`config.mk`:
```
export PLATFORM = sky130hd
export DESIGN_NAME = rpn_ram
export DESIGN_NICKNAME = d
export VERILOG_FILES = /design/src/rtl/rpn_ram.sv
export SDC_FILE = /design/constraint.sdc
export NUM_CORES = 2
export LEC_CHECK = 0
export ABC_AREA = 1
export BUFFER_PORTS_ARGS = -buffer_cell sky130_fd_sc_hd__buf_4
export CAP_MARGIN = 20
export CELL_PAD_IN_SITES_DETAIL_PLACEMENT = 2
export CELL_PAD_IN_SITES_GLOBAL_PLACEMENT = 2
export CORE_MARGIN = 1.5
export CORE_UTILIZATION = 48
export DETAILED_ROUTE_END_ITERATION = 8
export GPL_ROUTABILITY_DRIVEN = 1
export GPL_TIMING_DRIVEN = 1
export PLACE_DENSITY_LB_ADDON = 0.1
export SLEW_MARGIN = 0
export SYNTH_ARGS = -nofsm -noshare
export SYNTH_HDL_FRONTEND = slang
export SYNTH_SLANG_ARGS = --single-unit
```
`constraint.sdc`:
```
create_clock -name i_clk -period 5.5 [get_ports i_clk]
set_input_delay 0.55 -clock i_clk [delete_from_list [all_inputs] [get_ports i_clk]]
set_output_delay 0.55 -clock i_clk [all_outputs]
set_load 0.01 [all_outputs]
```
`src/rtl/rpn_ram.sv`:
```
// ----------------------------------------------------------------------------
// RPN generic RAM
// Single-port write, single-port read, registered read data.
// ----------------------------------------------------------------------------
module rpn_ram #(
    parameter int unsigned WIDTH = 32,
    parameter int unsigned DEPTH = 128
) (
    input  logic                     i_clk,
    input  logic                     i_we,
    input  logic [$clog2(DEPTH)-1:0] i_waddr,
    input  logic [WIDTH-1:0]         i_wdata,
    input  logic [$clog2(DEPTH)-1:0] i_raddr,
    output logic [WIDTH-1:0]         o_rdata
);
    logic [WIDTH-1:0] r_mem [DEPTH];
    logic [WIDTH-1:0] r_rdata;

    always_ff @(posedge i_clk) begin
        if (i_we) begin
            r_mem[i_waddr] <= i_wdata;
        end
        r_rdata <= r_mem[i_raddr];
    end

    assign o_rdata = r_rdata;
endmodule

```
==> flow_summary_export.csv <==
group,metric,value,unit
sta,fmax,252,MHz
floorplanning,start_util,0.483,
floorplanning,dieArea,347000,um2
setup_path,slowest_delay,750,ps
setup_path,path_buf_inv,4,
placement,port_buffers,79,
global_routing,grt_pass1_wl,1010,mm
sta,fin_ws,1530,ps
power,pwr-share-seq,0.497,
power,power.internal,52.4,mW
sta,hold_violations,0,
setup_path,crit_path_end_kind,"flop",
routing,wirelength,717,mm
global_routing,grt_max_degree,159,
setup_path,cp_common_cell,"nand3_1",
global_routing,grt_pass1_vias,133000,
clocking,cts_tree,"yes",
yosys,syn_area,165000,um2
sta,hold_ws,68.3,ps
setup_path,critical_path_required,6340,ps
sta,setup_viol,0,
sta,clock_skew,42.7,ps
routing,wl_per_cell,39.1,um
setup_path,startpoint_type,"input pin",
setup_path,crit_arrival,4810,ps
finish,fin_area,186000,um2
yosys,ys_ff_latch,4128,
global_routing,track_usage,0.408,
setup_path,critPathKind,"input pin to flop",
finish,area_delta_synth_final,12.8,%
power,ir_drop,304,uV
routing,drcViolationCount,0,
floorplanning,ios,80,
yosys,yosys.cell_types.count,15,
floorplanning,core_area,341000,um2
placement,hpwl,391,mm
job,cap_violations,0,
yosys,synthCells,13400,
routing,drt_iter0_drc,17500,
power,clock_power_share,0.431,
sta,worstMarginPinSlew,1270,ps
worst_hold_path,hp-class,"input pin to flop",
yosys,syn_area_per_cell,12.3,um2
floorplanning,rows,214,
clocking,cts.sinks,4128,
clocking,cts.clk_slew.worst_paths,80,ps
setup_path,path_delay_family,"simple AND/OR/NAND/NOR gates",
yosys,yosysSeqAreaShare,0.751,
finish,nets,13500,
sta,rsz0062_at_grt,"no",
clocking,cts.path.max_buffers,4,
outcome,status,"finished, final reports clean",
finish,drive_gt1_frac,0.0889,
routing,dr_total_vias,122000,
sta,fin_setup_tns,0,ps
power,p_comb_frac,0.071,
power,power_density,377,nW/um2
sta,finalCritPeriodShare,0.722,
setup_path,critPathMaxFanout,86,
yosys,syn_nets,13400,
routing,first_pass_iters,7,
routing,ant_nets,0,
placement,post-place-ws,800,ps
power,leakagePower,64.4,nW
global_routing,gr-total-overflow,0,
placement,place_congestion,0.849,
clocking,cts_buffers,436,
floorplanning,die_x,589,um
clocking,clk_latency,1020,ps
global_routing,antenna_found_initial,64,
setup_path,slowest_stage,"nand3_1",
sta,slew_viol_final,0,
clocking,cts_resized,0,
power,p_total,70.1,mW
power,switching_share,0.252,
floorplanning,die_h,589,um
power,p_switching,17.7,mW
yosys,synth_warnings,0,
setup_path,path_cells,"buf_8 > inv_16 > buf_12 > buf_12 > nand3_1 > nand3_1 > nand3_1 > nand3_1 > nand3_1 > nand3_1 > nand2_1",
clocking,ctsRootBufferMaster,"clkbuf_16",
clocking,h-tree-depth,5,
sta,period_needed,3970,ps
routing,viasPerCell,6.67,
placement,place_area,172000,um2
sta,slew_headroom,0.151,
-- layout by cell type, fill, tap and decap left out, drive strengths merged --
cell,count
nand2,4151
edfxtp,4096
nand3,4035
clkbuf,568
buf,490
clkinv,182
nor2,134
bufinv,37
inv,33
dfxtp,32
diode,23
nor3,8
dlygate4sd3,7
clkinvlp,3
-- worst paths after layout --
check,from,to,slack (ps),cells after the start
min,i_wdata[19],r_mem[32][19]$_DFFE_PP_,70,1
min reg2reg,r_mem[90][23]$_DFFE_PP_,o_rdata[23]$_DFF_P_,960,8
max reg2reg,r_mem[42][27]$_DFFE_PP_,o_rdata[27]$_DFF_P_,2410,8
max,i_raddr[1],o_rdata[25]$_DFF_P_,1530,11
-- registers in the layout, summed over array words and instances (netlist names) --
| signal | count |
|---|---|
| o_rdata | 32 |
| r_mem | 4096 |
-- logic make-up (layout without fill, tap and decap cells) --
group | count (synthesis) | after routing | synth area share
flops | 4128 | 4128 | 0.751
buf+inv | 933 | 1320 | 0.0284
simple gates | 8328 | 8328 | 0.221
other cells | 0 | 23 | 0
-- per-layer routing --
| metal | GRT usage | wire length [um] |
|---|---|---|
| met5 | 0 | 432 |
| met4 | 0.241 | 46300 |
| met3 | 0.0748 | 64600 |
| met2 | 0.667 | 343000 |
| met1 | 0.510 | 263000 |
-- synthesized netlist by cell type --
cell	instances	share of area
nor3_1	8	0.00024
buf_8	1	0.000091
inv_2	2	0.000046
clkbuf_1	109	0.0025
buf_2	602	0.018
dfxtp_1	32	0.0039
nor2_1	134	0.0031
nand2_1	4151	0.095
inv_1	20	0.00046
buf_4	86	0.0039
edfxtp_1	4096	0.75
buf_1	100	0.0023
inv_4	2	0.000076
buf_6	11	0.00075
nand3_1	4035	0.12
-- final cells by class --
cell class	count	area, um2
diodes	23	57.6
clock buffers	568	11800
clock inverters	231	2060
fillers	31500	155000
inverters	24	143
multi-input cells	8328	37300
flip-flops and latches	4128	124000
well taps	4536	5680
repair buffers	497	5110
-- power groups by stage --
stage	Sequential, mW	Combinational, mW	Clock, mW
after floorplan	35.4	2.09	0
after global placement	35.5	4.35	0
after detailed placement	35.5	4.65	0
after CTS	34.8	4.85	30.2
after global routing	34.8	5.11	31.1
final	34.8	5.00	30.2
-- metrics by stage --
| step | std cells | util |
|---|---|---|
| 5_1_grt | 18300 | 0.545 |
| 4_1_cts | 18300 | 0.545 |
| 3_5_place_dp | 17500 | 0.504 |
| 3_3_place_gp | 17500 | 0.503 |
| 6_report | 18300 | 0.545 |
| 2_1_floorplan | 13400 | - |
-- worst reg2reg max path, delay by kind of cell (launching register included) --
| family | cells | cell delay, ps |
|---|---|---|
| AND/OR/NAND/NOR | 8 | 2530 |
| flip-flops | 1 | 390 |
-- repair_timing --
action / CTS / global route
setup buffers: 0 / 0
setup endpoints to repair: 0 / 0
hold buffers: 6 / 1
hold endpoints to repair: 75 / 4
(Power assumes the default switching activity.)
