===== config.mk =====
export PLATFORM = sky130hd
export DESIGN_NAME = rpn_div
export DESIGN_NICKNAME = d
export VERILOG_FILES = /design/src/rtl/rpn_pkg.sv /design/src/rtl/rpn_div.sv
export SDC_FILE = /design/constraint.sdc
export NUM_CORES = 1
export LEC_CHECK = 0
export ABC_AREA = 1
export BUFFER_PORTS_ARGS = -buffer_cell sky130_fd_sc_hd__buf_2
export CORE_UTILIZATION = 35
export DETAILED_ROUTE_END_ITERATION = 16
export SLEW_MARGIN = 20
export SYNTH_ARGS = -nofsm -noshare
export SYNTH_HDL_FRONTEND = slang
export SYNTH_SLANG_ARGS = --single-unit

===== constraint.sdc =====
create_clock -name i_clk -period 5.12 [get_ports i_clk]
set_input_delay 0 -clock i_clk [delete_from_list [all_inputs] [get_ports i_clk]]
set_output_delay 0 -clock i_clk [all_outputs]
set_load 0.02 [all_outputs]

===== src/rtl/rpn_pkg.sv =====
// ----------------------------------------------------------------------------
// RPN calculator package
// Command codes, status codes and the operand/result word type.
// ----------------------------------------------------------------------------
package rpn_pkg;

    localparam int unsigned CmdWidth  = 4;
    localparam int unsigned WordWidth = 32;
    localparam int unsigned StWidth   = 3;

    typedef logic signed [WordWidth-1:0] t_word;

    typedef enum logic [CmdWidth-1:0] {
        CMD_PUSH    = 4'd0,
        CMD_ADD     = 4'd1,
        CMD_SUB     = 4'd2,
        CMD_MUL     = 4'd3,
        CMD_DIV     = 4'd4,
        CMD_PEEK    = 4'd5,
        CMD_SWAP    = 4'd6,
        CMD_DUP     = 4'd7,
        CMD_CLEAR   = 4'd8,
        CMD_POPSHOW = 4'd9
    } t_cmd;

    typedef enum logic [StWidth-1:0] {
        ST_OK      = 3'd0,
        ST_EMPTY   = 3'd1,
        ST_FULL    = 3'd2,
        ST_ZERODIV = 3'd3,
        ST_UNKNOWN = 3'd4
    } t_status;

    // Saturate a 64-bit signed value to the 32-bit word range.
    function automatic t_word sat_word(input logic signed [63:0] v);
        t_word r;
        if (v > 64'sh0000_0000_7FFF_FFFF) begin
            r = 32'sh7FFF_FFFF;
        end else if (v < -64'sh0000_0000_8000_0000) begin
            r = 32'sh8000_0000;
        end else begin
            r = v[WordWidth-1:0];
        end
        return r;
    endfunction

endpackage


===== src/rtl/rpn_div.sv =====
// ----------------------------------------------------------------------------
// RPN fixed-point divider
// Restoring divide, one quotient bit a cycle, truncating toward zero,
// saturated to the word range.
// ----------------------------------------------------------------------------
module rpn_div #(
    parameter int unsigned FRACTION_BITS = 16
) (
    input  logic          i_clk,
    input  logic          i_rst_n,
    input  logic          i_start,
    input  rpn_pkg::t_word i_a,
    input  rpn_pkg::t_word i_b,
    output logic          o_done,
    output rpn_pkg::t_word o_q
);
    import rpn_pkg::*;

    localparam int unsigned NumBits = WordWidth + FRACTION_BITS;
    localparam int unsigned CntW    = $clog2(NumBits + 1);

    logic [NumBits-1:0]   r_num;     // shifts out dividend bits, shifts in quotient
    logic [WordWidth:0]   r_rem;
    logic [WordWidth-1:0] r_den;
    logic                 r_neg;
    logic [CntW-1:0]      r_cnt;
    logic                 r_busy;
    logic                 r_done;
    t_word                r_q;

    logic [WordWidth:0]   rem_sh;
    logic [WordWidth:0]   rem_sub;
    logic [NumBits:0]     mag_q;
    logic signed [63:0]   sq;

    assign rem_sh  = {r_rem[WordWidth-1:0], r_num[NumBits-1]};
    assign rem_sub = rem_sh - {1'b0, r_den};
    assign mag_q   = {1'b0, r_num[NumBits-2:0], ~rem_sub[WordWidth]};
    assign sq      = r_neg ? -$signed(64'(mag_q)) : $signed(64'(mag_q));

    always_ff @(posedge i_clk) begin
        if (!i_rst_n) begin
            r_busy <= 1'b0;
            r_done <= 1'b0;
        end else begin
            r_done <= 1'b0;
            if (i_start) begin
                r_busy <= 1'b1;
                r_cnt  <= CntW'(NumBits);
                r_rem  <= '0;
                r_neg  <= i_a[WordWidth-1] ^ i_b[WordWidth-1];
                r_den  <= i_b[WordWidth-1] ? 32'(-i_b) : i_b;
                r_num  <= NumBits'({i_a[WordWidth-1] ? 32'(-i_a) : 32'(i_a)})
                          << FRACTION_BITS;
            end else if (r_busy) begin
                r_cnt <= r_cnt - 1'b1;
                r_rem <= rem_sub[WordWidth] ? rem_sh : rem_sub;
                r_num <= mag_q[NumBits-1:0];
                if (r_cnt == CntW'(1)) begin
                    r_busy <= 1'b0;
                    r_done <= 1'b1;
                    r_q    <= sat_word(sq);
                end
            end
        end
    end

    assign o_done = r_done;
    assign o_q    = r_q;
endmodule


==> out/qor.txt, run 1 <==
run status - complete, no violations
WHS - 9.04 ps
library cells used by synthesis - 49
post-detail-place hpwl - 21.9 mm
Most used DFF post-synth - edfxtp_1
Slew headroom - 0.406
layout cells sized above 1 - 0.115
post-synth top area cell - edfxtp_1
crit-path max FO - 15
vias in the first global route - 8902
CP startpoint kind - register
global-route wire length before repair - 45.9 mm
GPL Wtd Cong - 0.962
top cells by count, synth - 332 x nand2_1, 184 x nor2_1, 167 x inv_1, 151 x edfxtp_1, 95 x o21ai_0
Power Density - 309 nW/um^2
Async S/R FF share, synth - 0
via count - 9562
CTS Root Cell - clkbuf_16
Port-buffer cells - 99
multi-input combinational cell area - 5560 sq um
# setup viols final - 0
initial antenna violation count - 1
most numerous cell in the Yosys netlist - nand2_1
post-synthesis sequential area ratio - 0.419
Tot GR Track Use - 0.186
DRT Pass-1 Iters - 5
leakage power - 5.54 nW
Num CTS Buffers - 17
CP Data Arrival Time - 4950 ps
H-tree Lvls - 4
CP max stage delay - 420 ps
CTS sink count - 153
TritonCTS clock tree - done
flip-flop and latch area - 4570 sq um
Die ar. - 31900 sq um
vias per inst - 4.93
Syn. warnings - 0
Post-DRT Antenna Nets - 0
io pins - 100
final WL - 29.0 mm
HP Class - in2reg
Core ar. - 30700 sq um
DR iter-0 viols - 644
Yosys reg bits - 153
Die H - 179 microns
CP Class - reg2reg
Post-Syn Nets - 1503
fmax - 0.215 GHz
synthesized area per cell - 7.81 sq um
worst slew pin tran - 892 ps
number of synthesized flops with an enable pin - 151
setup_tns - 0 ps
CTS max path bufs - 2
GR Overflow Total - 0
unrepaired setup endpoints after global routing - false
Layout area overhead - 18.0%
crit path max-delay cell type - fa_1
# diodes - 0
Horiz. Die Dim - 179 microns
largest net degree at the start of global routing - 74
top cell type's share of synthesized area - 0.416
Cell Rows - 64
initial cell density of the core - 0.356
Clk Latency, worst-skew pair - 440 ps
Slew Limit Fails - 0
shortest period the worst path allows - 4650 ps
Hold Vio Cnt, Final - 0
worst clock skew - 12.7 ps
Worst setup EP type - register
clock-pin slew on the worst setup and hold paths - 70 ps
Post-Syn Area - 10900 sq um
fillers - 3120
Routed WL per cell - 15.0 microns
final period utilization - 0.909
max-cap violation count - 0
Final nets - 1638
post-synthesis instance total - 1398
WP data required - 5420 ps
VDD IR-drop max - 0.216 mV
synth top area cells - edfxtp_1 42%, nand2_1 11%, nor2_1 6.3%
Critical Path Most Common Cell - nand2_1
# DRC - 0
-- cell families (layout without fill, tap and decap cells) --
| logic type | after synthesis | in the layout | share of synthesized area |
|---|---|---|---|
| buffers and inverters | 210 | 356 | 0.0761 |
| DFF | 153 | 153 | 0.419 |
| xor gates and xnor gates | 115 | 115 | 0.0923 |
| adders and majority gates | 38 | 38 | 0.0443 |
| and+or+nand+nor | 669 | 669 | 0.260 |
| AOI/OAI and AO/OA | 213 | 214 | 0.108 |
-- layer usage --
metal	GRT usage	vias up	wire (microns)
met4	0.0547	2	438
li1	-	4897	-
met1	0.252	4374	13600
met2	0.307	260	13700
met5	0	-	8
met3	0.0256	29	1280
-- critical path, delay by kind of cell (launching register included) --
kind | cells | cell delay [ps]
adders and majority gates | 3 | 880
DFF | 1 | 340
buffers and inverters | 3 | 200
AOI/OAI and AO/OA | 1 | 390
and+or+nand+nor | 26 | 2700
-- report_power, final --
group | switching, mW | total [mW] | internal, mW
sequential | 0.0778 | 1.61 | 1.53
clock | 0.545 | 1.27 | 0.720
combinational | 0.714 | 1.11 | 0.392
total | 1.34 | 3.98 | 2.64
-- worst paths after layout --
path / from / endpoint / slack [ps] / cells after the start
max: r_num[47] / o_q[25] / 470 / 33
min: i_a[9] / r_num[25] / 9 / 3
max reg2reg: r_num[47] / o_q[25] / 470 / 33
min reg2reg: r_busy / o_done / 610 / 2
-- state kept, by name, indices dropped and copies added (netlist names) --
| name | flops |
|---|---|
| r_neg | 1 |
| o_q | 32 |
| o_done | 1 |
| r_busy | 1 |
| r_num | 48 |
| r_den | 32 |
| r_cnt | 6 |
| r_rem | 32 |
-- area by class of cell --
type,instances,area share
flip-flops and latches,153,0.355
clock inverters,13,0.0112
clock buffers,18,0.0333
multi-input cells,1036,0.431
well taps,396,0.0385
repair buffers,154,0.0806
inverters,171,0.0498
-- placed cells by master, fill, tap and decap left out, drive strengths merged, types with 2 or more instances in the layout --
master / count
ha: 37
xnor2: 37
clkinv: 5
a21oi: 73
a221oi: 2
nor3: 29
a211oi: 7
o21ai: 101
o21a: 2
clkinvlp: 3
o31ai: 7
dfxtp: 2
nand3: 63
a21o: 2
nor2: 192
edfxtp: 151
or2: 2
and2: 2
nand3b: 6
a31oi: 10
o41ai: 2
inv: 174
buf: 107
nand4: 20
nand2: 345
nor4: 9
o21bai: 3
xor2: 78
bufinv: 2
dlygate4sd3: 47
clkbuf: 18
-- metrics by stage --
step                worst slack [ps]  cells  total power, mW  cell area (sq um)   util
finish                           468   1941             3.98              12900  0.420
global route                    8.66   1941             4.19              12900  0.420
CTS                              344   1939             3.99              12800  0.418
detailed placement               370   1861             2.69              11800  0.384
global placement                 525   1861             2.68              11800  0.384
floorplan                       1170   1398             2.41              10900      -
-- timing repair --
action / in CTS / in global routing
resized for setup: 0 / 3
hold endpoints to repair: 47 / 0
buffers inserted: 0 / 1
hold buffers: 47 / 0
endpoints found under the setup margin: 0 / 31
Note: power is estimated with default switching activity, not from simulation.
==> run 2, diff against run 1 <==
- MAX_ROUTING_LAYER: default -> met4
==> run 2 against run 1 <==
  * Global-route usage rose by 1.1 points
  * Final cell count fell by 0.10%
  * Cell area barely moved
  * Die area did not move
  * Clock power rose by 8%
  * Sequential power barely moved
  * Routed wire length rose by 2.0%
  * Combinational power barely moved
  * First-iteration DRC count fell by 4.3%
  * Register-to-register slack improved by 50 ps
  * Largest cell class unchanged
  * Highest routed layer is now met4
  * Sequential cell count did not move
==> out/qor.txt, run 2 (synthesis results as in run 1) <==
Worst setup EP type - register
CP Class - reg2reg
leakage power - 5.54 nW
worst clock skew - 13.9 ps
final WL - 29.6 mm
Port-buffer cells - 99
Die H - 179 microns
CP Data Arrival Time - 4910 ps
commonest non-fill, non-tap cell in the layout - nand2_1
TritonCTS clock tree - done
io pins - 100
Hold Vio Cnt, Final - 0
HP Class - in2reg
initial antenna violation count - 1
largest net degree at the start of global routing - 74
Layout area overhead - 18.1%
Slew headroom - 0.526
H-tree Lvls - 4
Design Area, Final - 12900 sq um
Slew Limit Fails - 0
most frequent cells in the layout - 330 x nand2_1, 184 x nor2_1, 166 x inv_1, 151 x edfxtp_1, 99 x buf_2
DR iter-0 viols - 616
via count - 9555
fmax - 0.217 GHz
CP max stage delay - 420 ps
VDD IR-drop max - 0.215 mV
Horiz. Die Dim - 179 microns
Final nets - 1634
setup_tns - 0 ps
Tot GR Track Use - 0.197
placed instance area - 11800 sq um
clock-pin slew on the worst setup and hold paths - 70 ps
worst slew pin tran - 704 ps
Routed WL per cell - 15.3 microns
Cell Rows - 64
run status - complete, no violations
worst flop-to-flop path startpoint - r_num[47]
Overall Power - 4.08 mW
vias per inst - 4.93
hold path start - i_a[23]
max-cap violation count - 0
unrepaired setup endpoints after global routing - false
Die ar. - 31900 sq um
WHS - 3.43 ps
crit-path max FO - 15
Largest Register - r_num
crit path max-delay cell type - fa_1
R2R Setup Slk - 510 ps
post-route setup slack - 513 ps
# DRC - 0
critical path launch point - r_num[47]
CTS sink count - 153
GPL Wtd Cong - 0.935
DRT Pass-1 Iters - 7
CTS Root Cell - clkbuf_16
# setup viols final - 0
CTS max path bufs - 2
final period utilization - 0.900
vias in the first global route - 9167
Clk Latency, worst-skew pair - 440 ps
Post-DRT Antenna Nets - 0
Power Density - 317 nW/um^2
global-route wire length before repair - 47.3 mm
CP startpoint kind - register
shortest period the worst path allows - 4610 ps
layout cells sized above 1 - 0.116
GR Overflow Total - 0
Num CTS Buffers - 17
Critical Path Most Common Cell - nand2_1
initial cell density of the core - 0.356
post-detail-place hpwl - 22.3 mm
WP data required - 5420 ps
pre-CTS WS - 364 ps
Core ar. - 30700 sq um
max FFs per register - 48
fillers - 3135
-- run 2: worst max-delay path: cells and delay by family, from the launching register on --
family | cells | cell delay, ps
AO/OA/AOI/OAI | 1 | 380
adder cells (fa/ha/maj) | 3 | 860
buffers and inverters | 3 | 200
flip-flops | 1 | 360
AND/OR/NAND/NOR | 26 | 2680
-- run 2: routing by layer --
metal  vias to the layer above  routed length, microns  global-route usage
met5                         -                       0                   -
met4                         0                     650              0.0657
met3                        40                    1190              0.0262
met2                       215                   13900               0.312
met1                      4402                   13800               0.260
li1                       4898                       -                   -
-- run 2: report_power, final --
part           switching, mW  internal [mW]  leakage [nW]
Clock                  0.589          0.779         0.288
Combinational          0.716          0.392          3.79
Sequential            0.0766           1.53          1.46
Total                   1.38           2.70          5.54
-- run 2: cell type report --
type | instances | area [sq um] | area share
diodes | 1 | 2.50 | 0.000194
clock buffers | 17 | 425 | 0.0330
clock inverters | 15 | 190 | 0.0148
inverters | 171 | 642 | 0.0498
multi-input cells | 1036 | 5560 | 0.431
flip-flops and latches | 153 | 4570 | 0.355
well taps | 396 | 495 | 0.0384
repair buffers | 150 | 998 | 0.0775
-- run 2: what timing repair did --
action / CTS / global route
setup endpoints to repair: 0 / 31
endpoints found under the hold margin: 43 / 0
gates resized for setup: 0 / 4
hold buffers: 43 / 0
buffers inserted: 0 / 1
-- run 2: stage by stage --
stage / std cells / utilization
after global placement: 1861 / 0.384
after detailed placement: 1861 / 0.384
after global routing: 1939 / 0.420
after CTS: 1936 / 0.418
after floorplan: 1398 / -
final: 1939 / 0.420
-- run 2: worst paths after layout --
check | to | cells after the start
hold / removal | r_num[39] | 3
hold reg to reg | o_done | 2
setup / recovery | o_q[30] | 33
setup reg to reg | o_q[30] | 33
==> run 3, diff against run 2 <==
- PLACE_DENSITY_LB_ADDON: default -> 0.12
- clock period: 5.12 -> 5.8 ns (I/O delays scaled with it)
==> run 3 against run 2 <==
  * Critical path type unchanged
  * Clock power down 22%
  * First-iteration DRC count down 4.1%
  * Count of clock-buffer cells in the layout up 1
  * Routed wire length down 0.86%
  * Sequential cell count unchanged
  * Sequential power down 12%
  * Non-clock buffer count up 7
  * Global-route usage down 0.14 points
  * Largest power group unchanged
  * Sequential share of layout area up 0.14 points
==> out/qor.txt, run 3 (synthesis results as in run 1) <==
run status - complete, no violations
leakage power - 5.52 nW
worst slew pin tran - 921 ps
# diodes - 0
max FFs per register - 48
WP data required - 5970 ps
Largest Register - r_num
layout cells sized above 1 - 0.114
CTS sink count - 153
initial antenna violation count - 0
fillers - 3180
most frequent cells in the layout - 330 x nand2_1, 184 x nor2_1, 166 x inv_1, 151 x edfxtp_1, 99 x buf_2
final WL - 29.3 mm
GR Overflow Total - 0
shortest period the worst path allows - 4840 ps
worst flop-to-flop path startpoint - r_num[47]
global-route wire length before repair - 46.7 mm
# DRC - 0
CTS Root Cell - clkbuf_16
Horiz. Die Dim - 179 microns
Critical Path Most Common Cell - nand2_1
Slew Limit Fails - 0
H-tree Lvls - 4
DR iter-0 viols - 591
Slew headroom - 0.386
clock-pin slew on the worst setup and hold paths - 60 ps
# setup viols final - 0
CTS max path bufs - 2
Final nets - 1640
worst clock skew - 11.7 ps
vias in the first global route - 8967
hold path start - i_a[14]
TritonCTS clock tree - done
Routed WL per cell - 15.1 microns
largest net degree at the start of global routing - 77
CP Class - reg2reg
io pins - 100
max-cap violation count - 0
CP max stage delay - 420 ps
GPL Wtd Cong - 0.966
Hold Vio Cnt, Final - 0
placed insts - 1861
Worst setup EP type - register
DRT Pass-1 Iters - 5
Post-DRT Antenna Nets - 0
Clk Latency, worst-skew pair - 440 ps
crit path max-delay cell type - nand2_2
post-route insts no fill - 1944
Die ar. - 31900 sq um
critical path launch point - r_num[47]
initial cell density of the core - 0.356
Cell Rows - 64
unrepaired setup endpoints after global routing - false
Power Density - 269 nW/um^2
setup_tns - 0 ps
final period utilization - 0.834
fmax - 0.207 GHz
vias per inst - 4.87
Port-buffer cells - 99
post-detail-place hpwl - 22.3 mm
Die H - 179 microns
VDD IR-drop max - 0.193 mV
CP startpoint kind - register
crit-path max FO - 31
commonest non-fill, non-tap cell in the layout - nand2_1
HP Class - in2reg
Layout area overhead - 17.6%
Tot GR Track Use - 0.196
via count - 9460
CP Data Arrival Time - 5010 ps
Num CTS Buffers - 17
Core ar. - 30700 sq um
==> run 3: cell count changes in the layout (fill, tap and decap cells not counted), moves of 2 or more <==
cell,delta
dlygate4sd3_1,+8
clkinv_4,+2
bufinv_16,-3
nand2_2,+2
==> run 3: area by class of cell <==
class | count | area, sq um | share of cell area
Tap cell | 396 | 495 | 0.0386
Multi-Input combinational cell | 1035 | 5520 | 0.430
Clock inverter | 14 | 116 | 0.00906
Timing Repair Buffer | 157 | 1060 | 0.0824
Inverter | 171 | 642 | 0.0500
Sequential cell | 153 | 4570 | 0.356
Clock buffer | 18 | 429 | 0.0334
==> run 3: per-stage QoR <==
stage	hold slack, ps	setup WS [ps]	utilization	cell area [sq um]	power [mW]
after floorplan	98.9	1850	-	10900	2.13
after global placement	223	1120	0.384	11800	2.39
after detailed placement	221	957	0.384	11800	2.38
after CTS	7.55	944	0.419	12800	3.49
after global routing	27.0	469	0.419	12800	3.66
final	11.8	964	0.419	12800	3.45
==> run 3: routing by layer <==
metal / vias to the layer above / routed length [microns] / GRT usage
met1: 4310 / 14100 / 0.257
met2: 197 / 13400 / 0.305
met3: 51 / 1040 / 0.0292
li1: 4902 / - / -
met4: 0 / 825 / 0.0717
met5: - / 0 / -
==> run 3: repair_timing <==
item | 4_1_cts | 5_1_grt
hold buffers | 51 | 0
endpoints found under the hold margin | 50 | 0
gates resized for setup | 0 | 0
setup buffers | 0 | 0
==> run 3: critical path: cells and delay by family (launching register included) <==
family	cells	cell delay (ps)
AOI/OAI and AO/OA	1	70
adders and majority gates	3	850
buffers and inverters	4	300
DFF	1	340
and+or+nand+nor	26	2980
==> run 3: power by group <==
part / leakage, nW / internal, mW / switching [mW] / total, mW
Sequential: 1.46 / 1.35 / 0.0650 / 1.41
Clock: 0.251 / 0.556 / 0.509 / 1.07
Combinational: 3.81 / 0.345 / 0.629 / 0.974
Total: 5.52 / 2.25 / 1.20 / 3.45
==> run 3: path summary, 6_finish.rpt <==
kind | to | slack [ps] | cells after the start
max | o_q[7] | 960 | 34
min | r_num[30] | 10 | 3
max reg2reg | o_q[7] | 960 | 34
min reg2reg | o_done | 550 | 2
